$ cat config.mk
export PLATFORM = sky130hd
export DESIGN_NAME = fmle_ram
export DESIGN_NICKNAME = d
export VERILOG_FILES = /design/src/hdl/fmle_ram.sv
export SDC_FILE = /design/constraint.sdc
export NUM_CORES = 1
export LEC_CHECK = 0
export ABC_AREA = 1
export BUFFER_PORTS_ARGS = -buffer_cell sky130_fd_sc_hd__buf_2
export CAP_MARGIN = 10
export CORE_AREA = 2 2 101 103
export DETAILED_ROUTE_END_ITERATION = 6
export DIE_AREA = 0 0 103 105
export PLACE_DENSITY = 0.87
export SKIP_CTS_REPAIR_TIMING = 1
export SLEW_MARGIN = 20
export SYNTH_ARGS = -nofsm -noshare
export SYNTH_HDL_FRONTEND = slang
export SYNTH_SLANG_ARGS = --single-unit
$ cat constraint.sdc
create_clock -name clk -period 1.66 [get_ports clk]
set_input_delay 0.332 -clock clk [delete_from_list [all_inputs] [get_ports clk]]
set_output_delay 0.332 -clock clk [all_outputs]
set_load 0.05 [all_outputs]
$ cat src/hdl/fmle_ram.sv
`timescale 1ns / 1ps
// Generic single-write, single-read RAM with registered read data.
// No dependencies.
module fmle_ram #(
  parameter int WIDTH = 8,
  parameter int DEPTH = 16
) (
  input  logic                     clk,
  input  logic                     wr_en,
  input  logic [$clog2(DEPTH)-1:0] wr_addr,
  input  logic [WIDTH-1:0]         wr_data,
  input  logic                     rd_en,
  input  logic [$clog2(DEPTH)-1:0] rd_addr,
  output logic [WIDTH-1:0]         rd_data
);

  logic [WIDTH-1:0] mem [DEPTH];

  always_ff @(posedge clk) begin
    if (wr_en) begin
      mem[wr_addr] <= wr_data;
    end
    if (rd_en) begin
      rd_data <= mem[rd_addr];
    end
  end

endmodule

==> results of run 1 <==
[report_power, final]
group          internal (W)  switching [W]
logic              0.000138       0.000394
registers           0.00387      0.0000236
clock network       0.00272        0.00134
total               0.00673        0.00176
[per-layer routing]
metal / vias up / GRT usage [%] / wire length (um)
met3: 21 / 6.15 / 1430
met1: 1900 / 36.0 / 4940
li1: 1871 / - / -
met5: - / 0 / 0
met2: 279 / 42.0 / 6610
met4: 0 / 11.2 / 269
[kinds of logic (layout without fill, tap and decap cells)]
| family | Yosys count | in the layout | share of synthesized area, % |
|---|---|---|---|
| flops | 136 | 136 | 69.8 |
| buf+inv | 126 | 183 | 9.39 |
| simple gates | 289 | 289 | 20.8 |
[cells in the final DEF, fill, tap and decap left out]
master / n
nand3_1: 97
inv_1: 100
buf_4: 23
inv_2: 2
nor2_1: 17
buf_12: 1
clkbuf_16: 16
buf_2: 26
clkinv_1: 3
nand3b_1: 2
edfxtp_1: 136
clkinv_2: 1
clkinvlp_4: 1
clkinv_4: 3
nand2_1: 173
clkbuf_8: 1
bufinv_16: 6
[area by class of cell]
class | count | share of cell area [%]
clock buffers | 17 | 6.08
clock inverters | 14 | 3.38
inverters | 102 | 5.62
multi-input cells | 289 | 17.8
flip-flops and latches | 136 | 59.9
well taps | 133 | 2.44
repair buffers | 50 | 4.74
[through the flow]
step / setup slack [ns] / cell area (sq um) / cells / util, %
floorplan: 0.377 / 5850 / 551 / -
global placement: 0.115 / 6170 / 710 / 64.0
detailed placement: 0.0859 / 6170 / 710 / 64.0
CTS: 0.130 / 6810 / 741 / 70.7
global route: 0.105 / 6810 / 741 / 70.7
finish: 0.118 / 6810 / 741 / 70.7
[worst paths after layout]
check,startpoint,endpoint,cells after the start
setup reg to reg,mem[1][1],rd_data[1],6
hold / removal,rd_en,rd_data[7],1
setup / recovery,rd_data[3],rd_data[3],1
hold reg to reg,mem[6][4],rd_data[4],6
[sequential cells by signal, summed over array words and instances (netlist names)]
| register | cells |
|---|---|
| mem | 128 |
| rd_data | 8 |
==> run summary, run 1 <==
synthesized flop and latch total: 136
DR iter-0 viols: 366
top cell type by total area after synthesis: edfxtp_1
Post-Syn Area: 5850 sq um
Setup Crit Path Kind: register to output port
fraction of layout instances using a drive strength above 1: 13.2%
Final GP Congestion: 0.893
Power Dens Cells: 1250 nW/um^2
minimum clock period: 1.54 ns
status: finished with violations
relative slew slack: 57.4%
hold slack: 0.190 ns
Die Height: 105 um
clock root cell: clkbuf_8
Peak supply drop: 0.694 mV
CP Cell Sequence: buf_2
Ports: 27
Longest Clk Path Bufs: 2
synth unique cells: 11
Vias: 4,071
Leak: 2.97 nW
maximum fanout along the worst path: 1
CTS tree: done
Final setup viols: 0
synth top area cells: edfxtp_1 70%, nand2_1 11%, nand3_1 8.3%, inv_1 6.4%, buf_6 1.2%
Final Max Tran Viols: 0
Crit path buffers/inverters: 1
fin crit share: 92.9%
post-synthesis sequential area ratio: 69.8%
largest net degree at the start of global routing: 42
Post-Route Skew: 0.00551 ns
Layout area overhead: 16.5%
vias in the first global route: 3,979
Startpoint Class: register
Final HPWL DP: 8010 um
core area: 9640 sq um
failing checks: DRC
Multi-input gate area: 1210 sq um
Post-synth EDFFs: 136
first-pass GRT wire length: 20,800 um
critical-path cell with the highest stage delay: edfxtp_1
Reg2Reg Setup Slack: 0.47 ns
remaining global-route overflow: 0
RSZ-0062 raised after global routing: false
Synth Flop Type: edfxtp_1
initial antenna violation count: 0
Final #Nets: 615
cell family with most CP delay: flip-flops
Data required, critical path: 1.33 ns
first drt pass iteration count: 7
die width: 103 um
antenna viol nets, final: 0
Max-Cap Viols: 0
clock-pin slew on the worst setup and hold paths: 0.06 ns
Ys Warns: 0
Initial Util: 60.7%
Critical Path AT: 1.21 ns
worst hold path type: primary input to register
die area: 10,800 sq um
clk sink count: 136
TritonCTS buffer count: 17
Residual DRC: 1
GRT Overall Usage: 26.8%
largest stage delay on the critical path: 0.40 ns
storage element area: 4080 sq um
Mapped Cells: 551
Fin. Hold Viols: 0
# diodes: 0
crit end category: output port
Vias per Instance: 5.49
Synth Area per Inst: 10.6 sq um
H-Tree Level Count: 4
Syn Nets: 570
Max Clock Freq: 0.648 GHz
final WL: 13,300 um
cell row count: 36
most frequent cells after synthesis: 173 x nand2_1, 136 x edfxtp_1, 100 x inv_1, 97 x nand3_1, 17 x nor2_1
Routed WL per cell: 17.9 um
fillers: 667
Design Power: 0.00849 W
most frequent cell after synthesis: nand2_1
input/output buffers: 26
Setup Total Neg Slack: 0 ns
Worst Max-Slew Pin Slew: 0.637 ns
Synth top area share: 69.8%
share of flip-flops with an asynchronous set or reset: 0%
Clk Latency, worst-skew pair: 0.52 ns
No activity file was read; power rests on OpenSTA's default activity.
==> run 2, diff against run 1 <==
--- a/config.mk
+++ b/config.mk
@@ -11,6 +11,7 @@
 export CORE_AREA = 2 2 101 103
 export DETAILED_ROUTE_END_ITERATION = 6
 export DIE_AREA = 0 0 103 105
+export GPL_TIMING_DRIVEN = 0
 export PLACE_DENSITY = 0.87
 export SKIP_CTS_REPAIR_TIMING = 1
 export SLEW_MARGIN = 20
==> run 2 against run 1 <==
The run now ends clean. Hold slack worse by 0.053 ns. Via count up 2.4%. Power down 5.8%. Clock power down 13%. Utilization down 1.4 points. Critical path depth unchanged. Maximum frequency up 8.1%. Critical path type unchanged. Largest cell class unchanged. Largest power group is now registers. Highest routed layer unchanged.
==> run summary, run 2 (synthesized netlist as in run 1, its figures left out) <==
die area: 10,800 sq um
Final setup viols: 0
clock root cell: clkbuf_8
Worst Max-Slew Pin Slew: 0.916 ns
DR iter-0 viols: 589
Power Dens Cells: 1200 nW/um^2
largest stage delay on the critical path: 0.32 ns
input/output buffers: 23
Post-Route Skew: 0.00421 ns
Ports: 27
max reg flops: 128
vias in the first global route: 4,058
RR Endpoint: rd_data[2]
Final Util: 69.3%
Critical Path Sink: rd_data[3]
worst hold path type: primary input to register
fillers: 645
Clk Latency, worst-skew pair: 0.52 ns
Vias: 4,170
remaining global-route overflow: 0
Vias per Instance: 5.65
fraction of layout instances using a drive strength above 1: 11.9%
Layout area overhead: 14.3%
Fin. Hold Viols: 0
Setup Total Neg Slack: 0 ns
Peak supply drop: 1.03 mV
Setup Crit Path Kind: register to output port
core area: 9640 sq um
initial antenna violation count: 0
Critical Path AT: 1.10 ns
Max Clock Freq: 0.701 GHz
H-Tree Level Count: 4
Leak: 2.90 nW
clock-pin slew on the worst setup and hold paths: 0.06 ns
most common cell after layout, fill and taps aside: nand2_1
maximum fanout along the worst path: 1
clk sink count: 136
Final #Nets: 612
CTS tree: done
# diodes: 0
RSZ-0062 raised after global routing: false
cell row count: 36
Max-Cap Viols: 0
antenna viol nets, final: 0
first drt pass iteration count: 5
Final Max Tran Viols: 0
crit end category: output port
most frequent cells in the layout: 173 x nand2_1, 136 x edfxtp_1, 100 x inv_1
fin crit share: 86.0%
R2R Path Start: mem[10][2]
final WL: 14,100 um
Worst Setup SP: rd_data[3]
cell family with most CP delay: flip-flops
Longest Clk Path Bufs: 2
Regs by FF count: mem (128), rd_data (8)
Crit path buffers/inverters: 1
Initial Util: 60.7%
critical-path cell with the highest stage delay: edfxtp_1
largest net degree at the start of global routing: 17
Final GP Congestion: 0.983
Die Height: 105 um
die width: 103 um
GRT Overall Usage: 27.7%
relative slew slack: 38.7%
status: complete, no violations
first-pass GRT wire length: 21,500 um
minimum clock period: 1.43 ns
Routed WL per cell: 19.2 um
CP Cell Sequence: buf_2
Data required, critical path: 1.33 ns
Residual DRC: 0
Final HPWL DP: 8850 um
TritonCTS buffer count: 17
Startpoint Class: register
Reg2Reg Setup Slack: 0.45 ns
Largest Register: mem
Worst R2R Path Depth: 6
Crit path depth: 1
## run 2: cell count changes in the layout (fill, tap and decap cells not counted)
cell / delta
buf_1: +1
buf_12: -1
buf_2: +10
buf_4: -19
buf_6: +6
bufinv_16: -3
clkinv_1: +4
clkinv_2: +2
clkinv_4: -3
## run 2: where the power goes
part / switching, W / internal [W] / leakage (nW)
combinational: 0.000415 / 0.000145 / 1.39
clock: 0.00131 / 0.00223 / 0.270
sequential: 0.0000186 / 0.00387 / 1.24
## run 2: metrics by stage
step / instance area [sq um] / std cells / total power (W) / setup slack, ns / hold WS, ns
after floorplan: 5850 / 551 / 0.00429 / 0.377 / 0.431
after global placement: 6130 / 707 / 0.00448 / -0.0337 / 0.658
after detailed placement: 6130 / 707 / 0.00450 / -0.109 / 0.673
after CTS: 6680 / 738 / 0.00798 / 0.219 / 0.137
after global routing: 6680 / 738 / 0.00817 / 0.187 / 0.148
final: 6680 / 738 / 0.00799 / 0.233 / 0.137
## run 2: worst min-delay path by stage
| stage | to | slack (ns) | start | depth (start not counted) |
|---|---|---|---|---|
| after floorplan | mem[0][0] | 0.43 | wr_data[0] | 0 |
| after global placement | rd_data[6] | 0.66 | rd_en | 1 |
| after detailed placement | rd_data[6] | 0.67 | rd_en | 1 |
| after CTS | rd_data[5] | 0.14 | rd_en | 1 |
| after global routing | rd_data[5] | 0.15 | rd_en | 1 |
| final | rd_data[5] | 0.14 | rd_en | 1 |
## run 2: metal layers
metal	share of wire (%)	global-route usage [%]	up-vias
li1	-	-	1863
met1	37	38.0	1933
met2	48	43.6	326
met3	11	6.22	48
met4	3.0	9.96	0
met5	0	0	-
## run 2: cell type report
class / instances / area (sq um) / area share, %
plain buffers: 24 / 166 / 2.49
clock buffers: 17 / 414 / 6.20
clock inverters: 14 / 139 / 2.08
inverters: 102 / 383 / 5.73
multi-input cells: 289 / 1210 / 18.2
flip-flops and latches: 136 / 4080 / 61.1
well taps: 133 / 166 / 2.49
repair buffers: 23 / 115 / 1.72
