==> src/hdl/fmle_pkg.sv <==
`timescale 1ns / 1ps
// Package for the Fenwick prefix-maximum LIS engine.
// Holds tree geometry, field widths, sequencer states and control bundles.
// No dependencies.
package fmle_pkg;

  localparam int TREE_SIZE = 1024;
  localparam int VAL_W     = 10;
  localparam int LEN_W     = 11;
  localparam int ADDR_W    = $clog2(TREE_SIZE);
  localparam int POS_W     = $clog2(TREE_SIZE + 1);
  localparam int EXT_W     = (VAL_W + 1 > POS_W + 1) ? VAL_W + 1 : POS_W + 1;

  localparam logic [LEN_W-1:0] LEN_MAX = '1;

  typedef enum logic [2:0] {
    ST_CLEAR,
    ST_IDLE,
    ST_QUERY,
    ST_LEN,
    ST_UPDATE,
    ST_DONE
  } state_t;

  typedef struct packed {
    logic in_fire;
    logic start_new;
    logic clr_last;
    logic query_done;
    logic update_done;
    logic out_free;
  } status_t;

  typedef struct packed {
    logic accepting;
    logic clearing;
    logic querying;
    logic len_calc;
    logic updating;
    logic finishing;
  } ctrl_t;

endpackage

==> src/hdl/fmle_ctrl.sv <==
`timescale 1ns / 1ps
// Sequencer of the LIS engine: clear sweep, query walk, update walk, hand-off.
// Depends on fmle_pkg.
module fmle_ctrl (
  input  logic              clk,
  input  logic              rst,
  input  fmle_pkg::status_t status,
  output fmle_pkg::ctrl_t   ctrl
);

  import fmle_pkg::*;

  state_t state;
  state_t state_next;
  logic   clear_for_item;

  always_ff @(posedge clk) begin
    if (rst) begin
      state          <= ST_CLEAR;
      clear_for_item <= 1'b0;
    end else begin
      state <= state_next;
      if (status.in_fire) begin
        clear_for_item <= status.start_new;
      end
    end
  end

  always_comb begin
    state_next = state;
    unique case (state)
      ST_CLEAR:  if (status.clr_last) begin
                   state_next = clear_for_item ? ST_QUERY : ST_IDLE;
                 end
      ST_IDLE:   if (status.in_fire) begin
                   state_next = status.start_new ? ST_CLEAR : ST_QUERY;
                 end
      ST_QUERY:  if (status.query_done) begin
                   state_next = ST_LEN;
                 end
      ST_LEN:    state_next = ST_UPDATE;
      ST_UPDATE: if (status.update_done) begin
                   state_next = ST_DONE;
                 end
      ST_DONE:   if (status.out_free) begin
                   state_next = ST_IDLE;
                 end
      default:   state_next = ST_CLEAR;
    endcase
  end

  always_comb begin
    ctrl = '0;
    unique case (state)
      ST_CLEAR:  ctrl.clearing  = 1'b1;
      ST_IDLE:   ctrl.accepting = 1'b1;
      ST_QUERY:  ctrl.querying  = 1'b1;
      ST_LEN:    ctrl.len_calc  = 1'b1;
      ST_UPDATE: ctrl.updating  = 1'b1;
      ST_DONE:   ctrl.finishing = status.out_free;
      default:   ctrl = '0;
    endcase
  end

endmodule

==> config.mk <==
export PLATFORM = sky130hd
export DESIGN_NAME = fmle_ctrl
export DESIGN_NICKNAME = d
export VERILOG_FILES = /design/src/hdl/fmle_pkg.sv /design/src/hdl/fmle_ctrl.sv
export SDC_FILE = /design/constraint.sdc
export NUM_CORES = 1
export LEC_CHECK = 0
export BUFFER_PORTS_ARGS = -buffer_cell sky130_fd_sc_hd__buf_2
export CORE_AREA = 3 3 40 42
export CTS_CLUSTER_DIAMETER = 120
export CTS_CLUSTER_SIZE = 12
export DETAILED_ROUTE_END_ITERATION = 8
export DIE_AREA = 0 0 43 45
export PLACE_DENSITY = 0.45
export SYNTH_ARGS = -nofsm -noshare
export SYNTH_HDL_FRONTEND = slang
export SYNTH_SLANG_ARGS = --single-unit
export TNS_END_PERCENT = 1
==> constraint.sdc <==
create_clock -name clk -period 2.43 [get_ports clk]
set_input_delay 0.243 -clock clk [delete_from_list [all_inputs] [get_ports clk]]
set_output_delay 0.243 -clock clk [all_outputs]
set_load 0.005 [all_outputs]
==> results of run 1 <==
[worst max path at each step]
stage | start | endpoint | slack [ns] | depth (start not counted)
global placement | state[2] | state[1] | 1.07 | 3
detailed placement | state[2] | state[1] | 1.06 | 3
floorplan | state[2] | state[1] | 1.31 | 3
global route | state[0] | ctrl[0] | 0.88 | 3
finish | state[0] | ctrl[0] | 0.97 | 3
CTS | state[0] | ctrl[0] | 0.94 | 3
[final cells by class]
cell class	instances	area, um2
well taps	15	18.8
clock buffers	3	22.5
repair buffers	13	65.1
fillers	142	860
multi-input cells	31	228
flip-flops and latches	4	80.1
inverters	3	11.3
[logic make-up after synthesis]
logic type,after synthesis
AND/OR/NAND/NOR,18
AO/OA/AOI/OAI,10
buffers and inverters,6
flip-flops,4
multiplexers,3
[synth_stat cells]
| cell type | number | area, um2 |
|---|---|---|
| dfxtp_1 | 4 | 80.1 |
| nor2_1 | 9 | 33.8 |
| mux2i_1 | 1 | 10.0 |
| buf_4 | 1 | 7.51 |
| nand2_1 | 1 | 3.75 |
| buf_6 | 2 | 22.5 |
| o22ai_1 | 1 | 6.26 |
| a211oi_2 | 1 | 12.5 |
| nor2b_4 | 1 | 13.8 |
| a221oi_2 | 1 | 15.0 |
| nand2b_1 | 3 | 18.8 |
| o311a_1 | 1 | 10.0 |
| mux2_2 | 1 | 11.3 |
| and3_1 | 1 | 6.26 |
| o2bb2ai_1 | 1 | 8.76 |
| nor3_1 | 1 | 5.00 |
| mux2i_2 | 1 | 13.8 |
| nor3b_2 | 1 | 12.5 |
| inv_1 | 3 | 11.3 |
| nor2b_1 | 1 | 6.26 |
| o21ai_0 | 3 | 15.0 |
| o2bb2a_4 | 1 | 20.0 |
| a21oi_1 | 1 | 5.00 |
[stage by stage]
stage,cells,hold slack [ns]
2_1_floorplan,41,0.309
3_3_place_gp,66,0.480
3_5_place_dp,66,0.486
4_1_cts,69,0.236
5_1_grt,69,0.243
6_report,69,0.235
[power by group through the flow]
stage,combinational [mW],clock [mW],sequential [mW]
after global placement,0.175,0,0.120
after global routing,0.197,0.0954,0.123
after CTS,0.176,0.0881,0.118
after floorplan,0.175,0,0.0881
after detailed placement,0.176,0,0.119
final,0.173,0.0854,0.118
[worst max-delay path: cells and delay by family, from the launching register on]
kind                   cells  cell delay, ns
DFF                        1            0.54
buffers and inverters      1            0.11
and+or+nand+nor            2            0.33
[state kept, by name (all words and copies together) (netlist names)]
register	cells
clear_for_item	1
state	3
[layer usage]
layer  track usage  routed length, um  up-vias
met1         0.126                397      155
met5             0                  0        -
met3        0.0478                 70        0
met4        0.0361                  0        0
met2         0.150                360       13
li1              -                  -      169
==> metrics, run 1 <==
status=complete, no violations; internal power=approximately 0.23 mW; first-pass GRT wire length=between 1000 and 1500 um; compound-gate portion of the synthesized area=0.265; Data required, critical path=2.19 ns; row cnt=13; height of the die=45 um; Synth Area in Adders=0; setup bufs post-CTS=0; Final period util=0.601; VDD IR max=297 uV; Post-Route WL=between 800 and 900 um; FF+latch count, synth=4; Initial Util=0.272; Antenna Violating Nets Remaining=0; Total Die Area=a little under 2000 um2; cell area after synthesis=roughly 350 um2; design area=roughly 430 um2; Worst Hold Class=in -> reg; initial antenna violation count=0; Distinct cells, synth=23; Final Setup Violations=0; DR iter-0 viols=3; post-place setup slack=about 1.1 ns; largest net degree at the start of global routing=12; Gate Count Post-Synth=approximately 40; Sw Ratio=0.385; clk buf depth=2; slack of the critical path=roughly 0.97 ns; Power, Total=around 0.38 mW; worst slew pin tran=0.378 ns; I/O pin cnt=14; Synth Area in XOR/XNOR=0; clock slew at reported path FFs=0.04 ns; Final Max Slew Viols=0; vias=337; gpl congestion=0.749; Total GRT Usage=0.100; Reg-to-Reg Start=state[2]; hold path depth=2; vias per cell=4.88; Worst Clk Skew=0.00155 ns; core area=about 1300 um2; critical-path cell list=nand2b_1 -> nor2_1 -> buf_2; worst skew pair latency=between 0.2 and 0.25 ns; Comb pwr share=0.459; area share of and/or/nand/nor cells after synthesis=0.287; post-synthesis mux area share=0.100; critical path start-end classification=reg -> out; RSZ-0062 raised after global routing=no; Sink Count=4; Root Driver=clkbuf_4; vias in the first global route=between 300 and 400; post-detailed-route wirelength per cell=around 12 um; total CTS buffers=3; Net Switching=0.145 mW; CTS tree=done; Ys Warns=0; Max Cap Violations=0; Flop pwr share=0.314; critical path fanouts, max=11; gr ovfl total=0; commonest cells after routing, fill and taps aside=buf_2, nor2_1, dfxtp_1; # resized after CTS=0; Sum Neg Setup Slack=0 ns; CP max stage cell=dfxtp_1; Pleak=0.190 nW; Antenna diodes=0; port buffer count=13; Power Dens Cells=around 900 nW/um2; cell count of the worst reg-to-reg path=3; Placed Area=403 um2; CTS Hold Bufs=0; Worst setup SP type=flip-flop; Final nets=64; main combinational cell family by area after synthesis=simple AND/OR/NAND/NOR gates; Final Hold Viols=0; register area share after synthesis=0.229; most common cell after layout, fill and taps aside=buf_2; RR Endpoint=state[1]; Max transition margin=0.748; share of cells above drive strength 1=0.426; H-tree levels=1; part of the power in the clock network=0.227; DP HPWL=about 640 um; Max stage delay on crit path=0.54 ns; DRC=0; r2r setup slk=1.05 ns; f_max=just under 700 MHz; drt first pass iters=3; Mean Syn Cell Area=roughly 8.5 um2; die width=around 43 um; arrival time at the worst endpoint=1.22 ns; final core occ=0.331; Critical Path End Type=output pin; area grow syn2layout=21.9%; Syn Nets=49; hold endpoint=state[0]; fin crit period=~1.5 ns; hold_sp=rst
Note: power is estimated with default switching activity, not from simulation.
==> run 2, diff against run 1 <==
--- a/config.mk
+++ b/config.mk
@@ -11,7 +11,7 @@
 export CTS_CLUSTER_SIZE = 12
 export DETAILED_ROUTE_END_ITERATION = 8
 export DIE_AREA = 0 0 43 45
-export PLACE_DENSITY = 0.45
+export PLACE_DENSITY = 0.46
 export SYNTH_ARGS = -nofsm -noshare
 export SYNTH_HDL_FRONTEND = slang
 export SYNTH_SLANG_ARGS = --single-unit
==> constraint.sdc (replaced) <==
create_clock -name clk -period 1.3 [get_ports clk]
set_input_delay 0.13 -clock clk [delete_from_list [all_inputs] [get_ports clk]]
set_output_delay 0.13 -clock clk [all_outputs]
set_load 0.005 [all_outputs]
==> run 2 against run 1 <==
Total power up 98%. Highest routed layer is now met4. Cell area is 6.5% higher. Core utilization increased by 2.1 points. Clock-buffer cell count is the same. Die area did not move. Critical endpoint is now ctrl[1]. Worst setup slack worse by 0.91 ns. Wire length decreased by 7.6%.
==> metrics, run 2 (synthesis gave the netlist of run 1 again) <==
cell count of the worst reg-to-reg path=3 (unchanged); design area=453 um2 (was 425 um2); vias per cell=4.63 (was 4.88); Initial Util=0.272 (unchanged); Root Driver=clkbuf_4 (unchanged); Data required, critical path=1.17 ns (was 2.19 ns); # resized after CTS=1 (was 0); height of the die=45 um (unchanged); Placed Area=418 um2 (was 403 um2); drt first pass iters=4 (was 3); f_max=between 800 and 900 MHz; initial antenna violation count=0 (unchanged); gpl congestion=0.776 (was 0.749); port buffer count=13 (unchanged); die width=43 um (unchanged); Critical Path End Type=output pin (unchanged); max reg flops=3 (unchanged); Post-Route WL=764 um (was 827 um); status=complete, no violations (unchanged); worst slew pin tran=0.220 ns (was 0.378 ns); Final Hold Viols=0 (unchanged); clock slew at reported path FFs=0.04 ns (about the same); Power Dens Cells=1650 nW/um2 (was 885 nW/um2); Final period util=0.957; Total GRT Usage=0.0933 (was 0.100); RR Endpoint=state[1] (unchanged); Sink Count=4 (unchanged); Total Die Area=1940 um2 (unchanged); DR iter-0 viols=4 (was 3); clk buf depth=2 (unchanged); Worst Clk Skew=0.000393 ns (was 0.00155 ns); area grow syn2layout=29.7% (was 21.9%); most common cell after layout, fill and taps aside=buf_2 (unchanged); final core occ=0.352 (was 0.331); RSZ-0062 raised after global routing=yes (was no); CTS tree=done (unchanged); CTS Hold Bufs=0 (unchanged); hold path depth=2 (unchanged); worst skew pair latency=0.23 ns (was 0.24 ns); row cnt=13 (unchanged); routing usage on met3=0.0279 (was 0.0478); H-tree levels=1 (unchanged); Max transition margin=0.851 (was 0.748); Final nets=66 (was 64); CP startpoint=state[2] (was state[0]); gr ovfl total=0 (unchanged); busiest grt layer=met2 (unchanged); VDD IR max=614 uV (was 297 uV); Antenna diodes=0 (unchanged); core area=1280 um2 (unchanged); share of cells above drive strength 1=0.482 (was 0.426); setup bufs post-CTS=0 (unchanged); vias in the first global route=307 (was 334); Pleak=0.201 nW (was 0.190 nW); r2r setup slk=0.08 ns (was 1.05 ns); critical path fanouts, max=9 (was 11); fin crit period=1.24 ns; total CTS buffers=3 (unchanged); vias=329 (was 337); first-pass GRT wire length=1330 um (was 1460 um); critical path start-end classification=reg -> out (unchanged); Reg-to-Reg Start=state[2] (unchanged); fillers=142 (unchanged); Worst Hold Class=in -> reg (unchanged); post-detailed-route wirelength per cell=10.8 um (was 12.0 um); crit path to=ctrl[1] (was ctrl[0]); Worst setup SP type=flip-flop (unchanged); largest net degree at the start of global routing=11 (was 12); grt met2 use=0.129 (was 0.150); DP HPWL=600 um (was 639 um); Final Max Slew Viols=0 (unchanged); Final Setup Violations=0 (unchanged); Power, Total=0.748 mW (was 0.377 mW); Largest regs=state (3), clear_for_item (1) (unchanged); Antenna Violating Nets Remaining=0 (unchanged); I/O pin cnt=14 (unchanged); hold_sp=rst (unchanged); DRC=0 (unchanged); commonest cells after routing, fill and taps aside=buf_2, nor2_1 (was buf_2, nor2_1, dfxtp_1); arrival time at the worst endpoint=1.11 ns (was 1.22 ns); M1 GR Usage=0.128 (was 0.126); Max Cap Violations=0 (unchanged); Reg with most FFs=state (unchanged)
==> run 2: worst min path at each step <==
stage / end / slack [ns]
floorplan: state[0] / 0.20
global placement: state[0] / 0.38
detailed placement: state[0] / 0.36
CTS: state[0] / 0.11
global route: state[0] / 0.12
finish: state[0] / 0.11
==> run 2: stage by stage <==
step / cells / hold slack, ns / worst slack, ns / TNS, ns
2_1_floorplan: 41 / 0.196 / 0.177 / 0
3_3_place_gp: 68 / 0.376 / 0.102 / 0
3_5_place_dp: 68 / 0.362 / 0.100 / 0
4_1_cts: 71 / 0.111 / 0.00864 / 0
5_1_grt: 71 / 0.120 / -0.0184 / -0.0419
6_report: 71 / 0.105 / 0.0560 / 0
==> run 2: per-layer routing <==
metal  share of wire  wire (um)
met2            0.38        291
met4           0.022         17
met3            0.10         79
met1            0.49        375
met5               0          0
==> run 2: area by class of cell <==
cell class | instances | area (um2) | share of cell area
Inverter | 3 | 11.3 | 0.0249
Sequential cell | 4 | 82.6 | 0.182
Tap cell | 15 | 18.8 | 0.0414
Multi-Input combinational cell | 31 | 234 | 0.517
Timing Repair Buffer | 15 | 83.8 | 0.185
Clock buffer | 3 | 22.5 | 0.0497
==> run 2: report_power, final <==
group,total [mW],leakage [nW],switching (mW),internal [mW]
logic,0.386,0.154,0.169,0.217
clock network,0.157,0.0138,0.0536,0.103
registers,0.205,0.0337,0.0510,0.154
==> run 2: worst max-delay path, cell delays in order, from the launching register on <==
cell	delay [ns]
dfxtp_1	0.39
buf_6	0.15
nor3b_4	0.19
buf_2	0.14
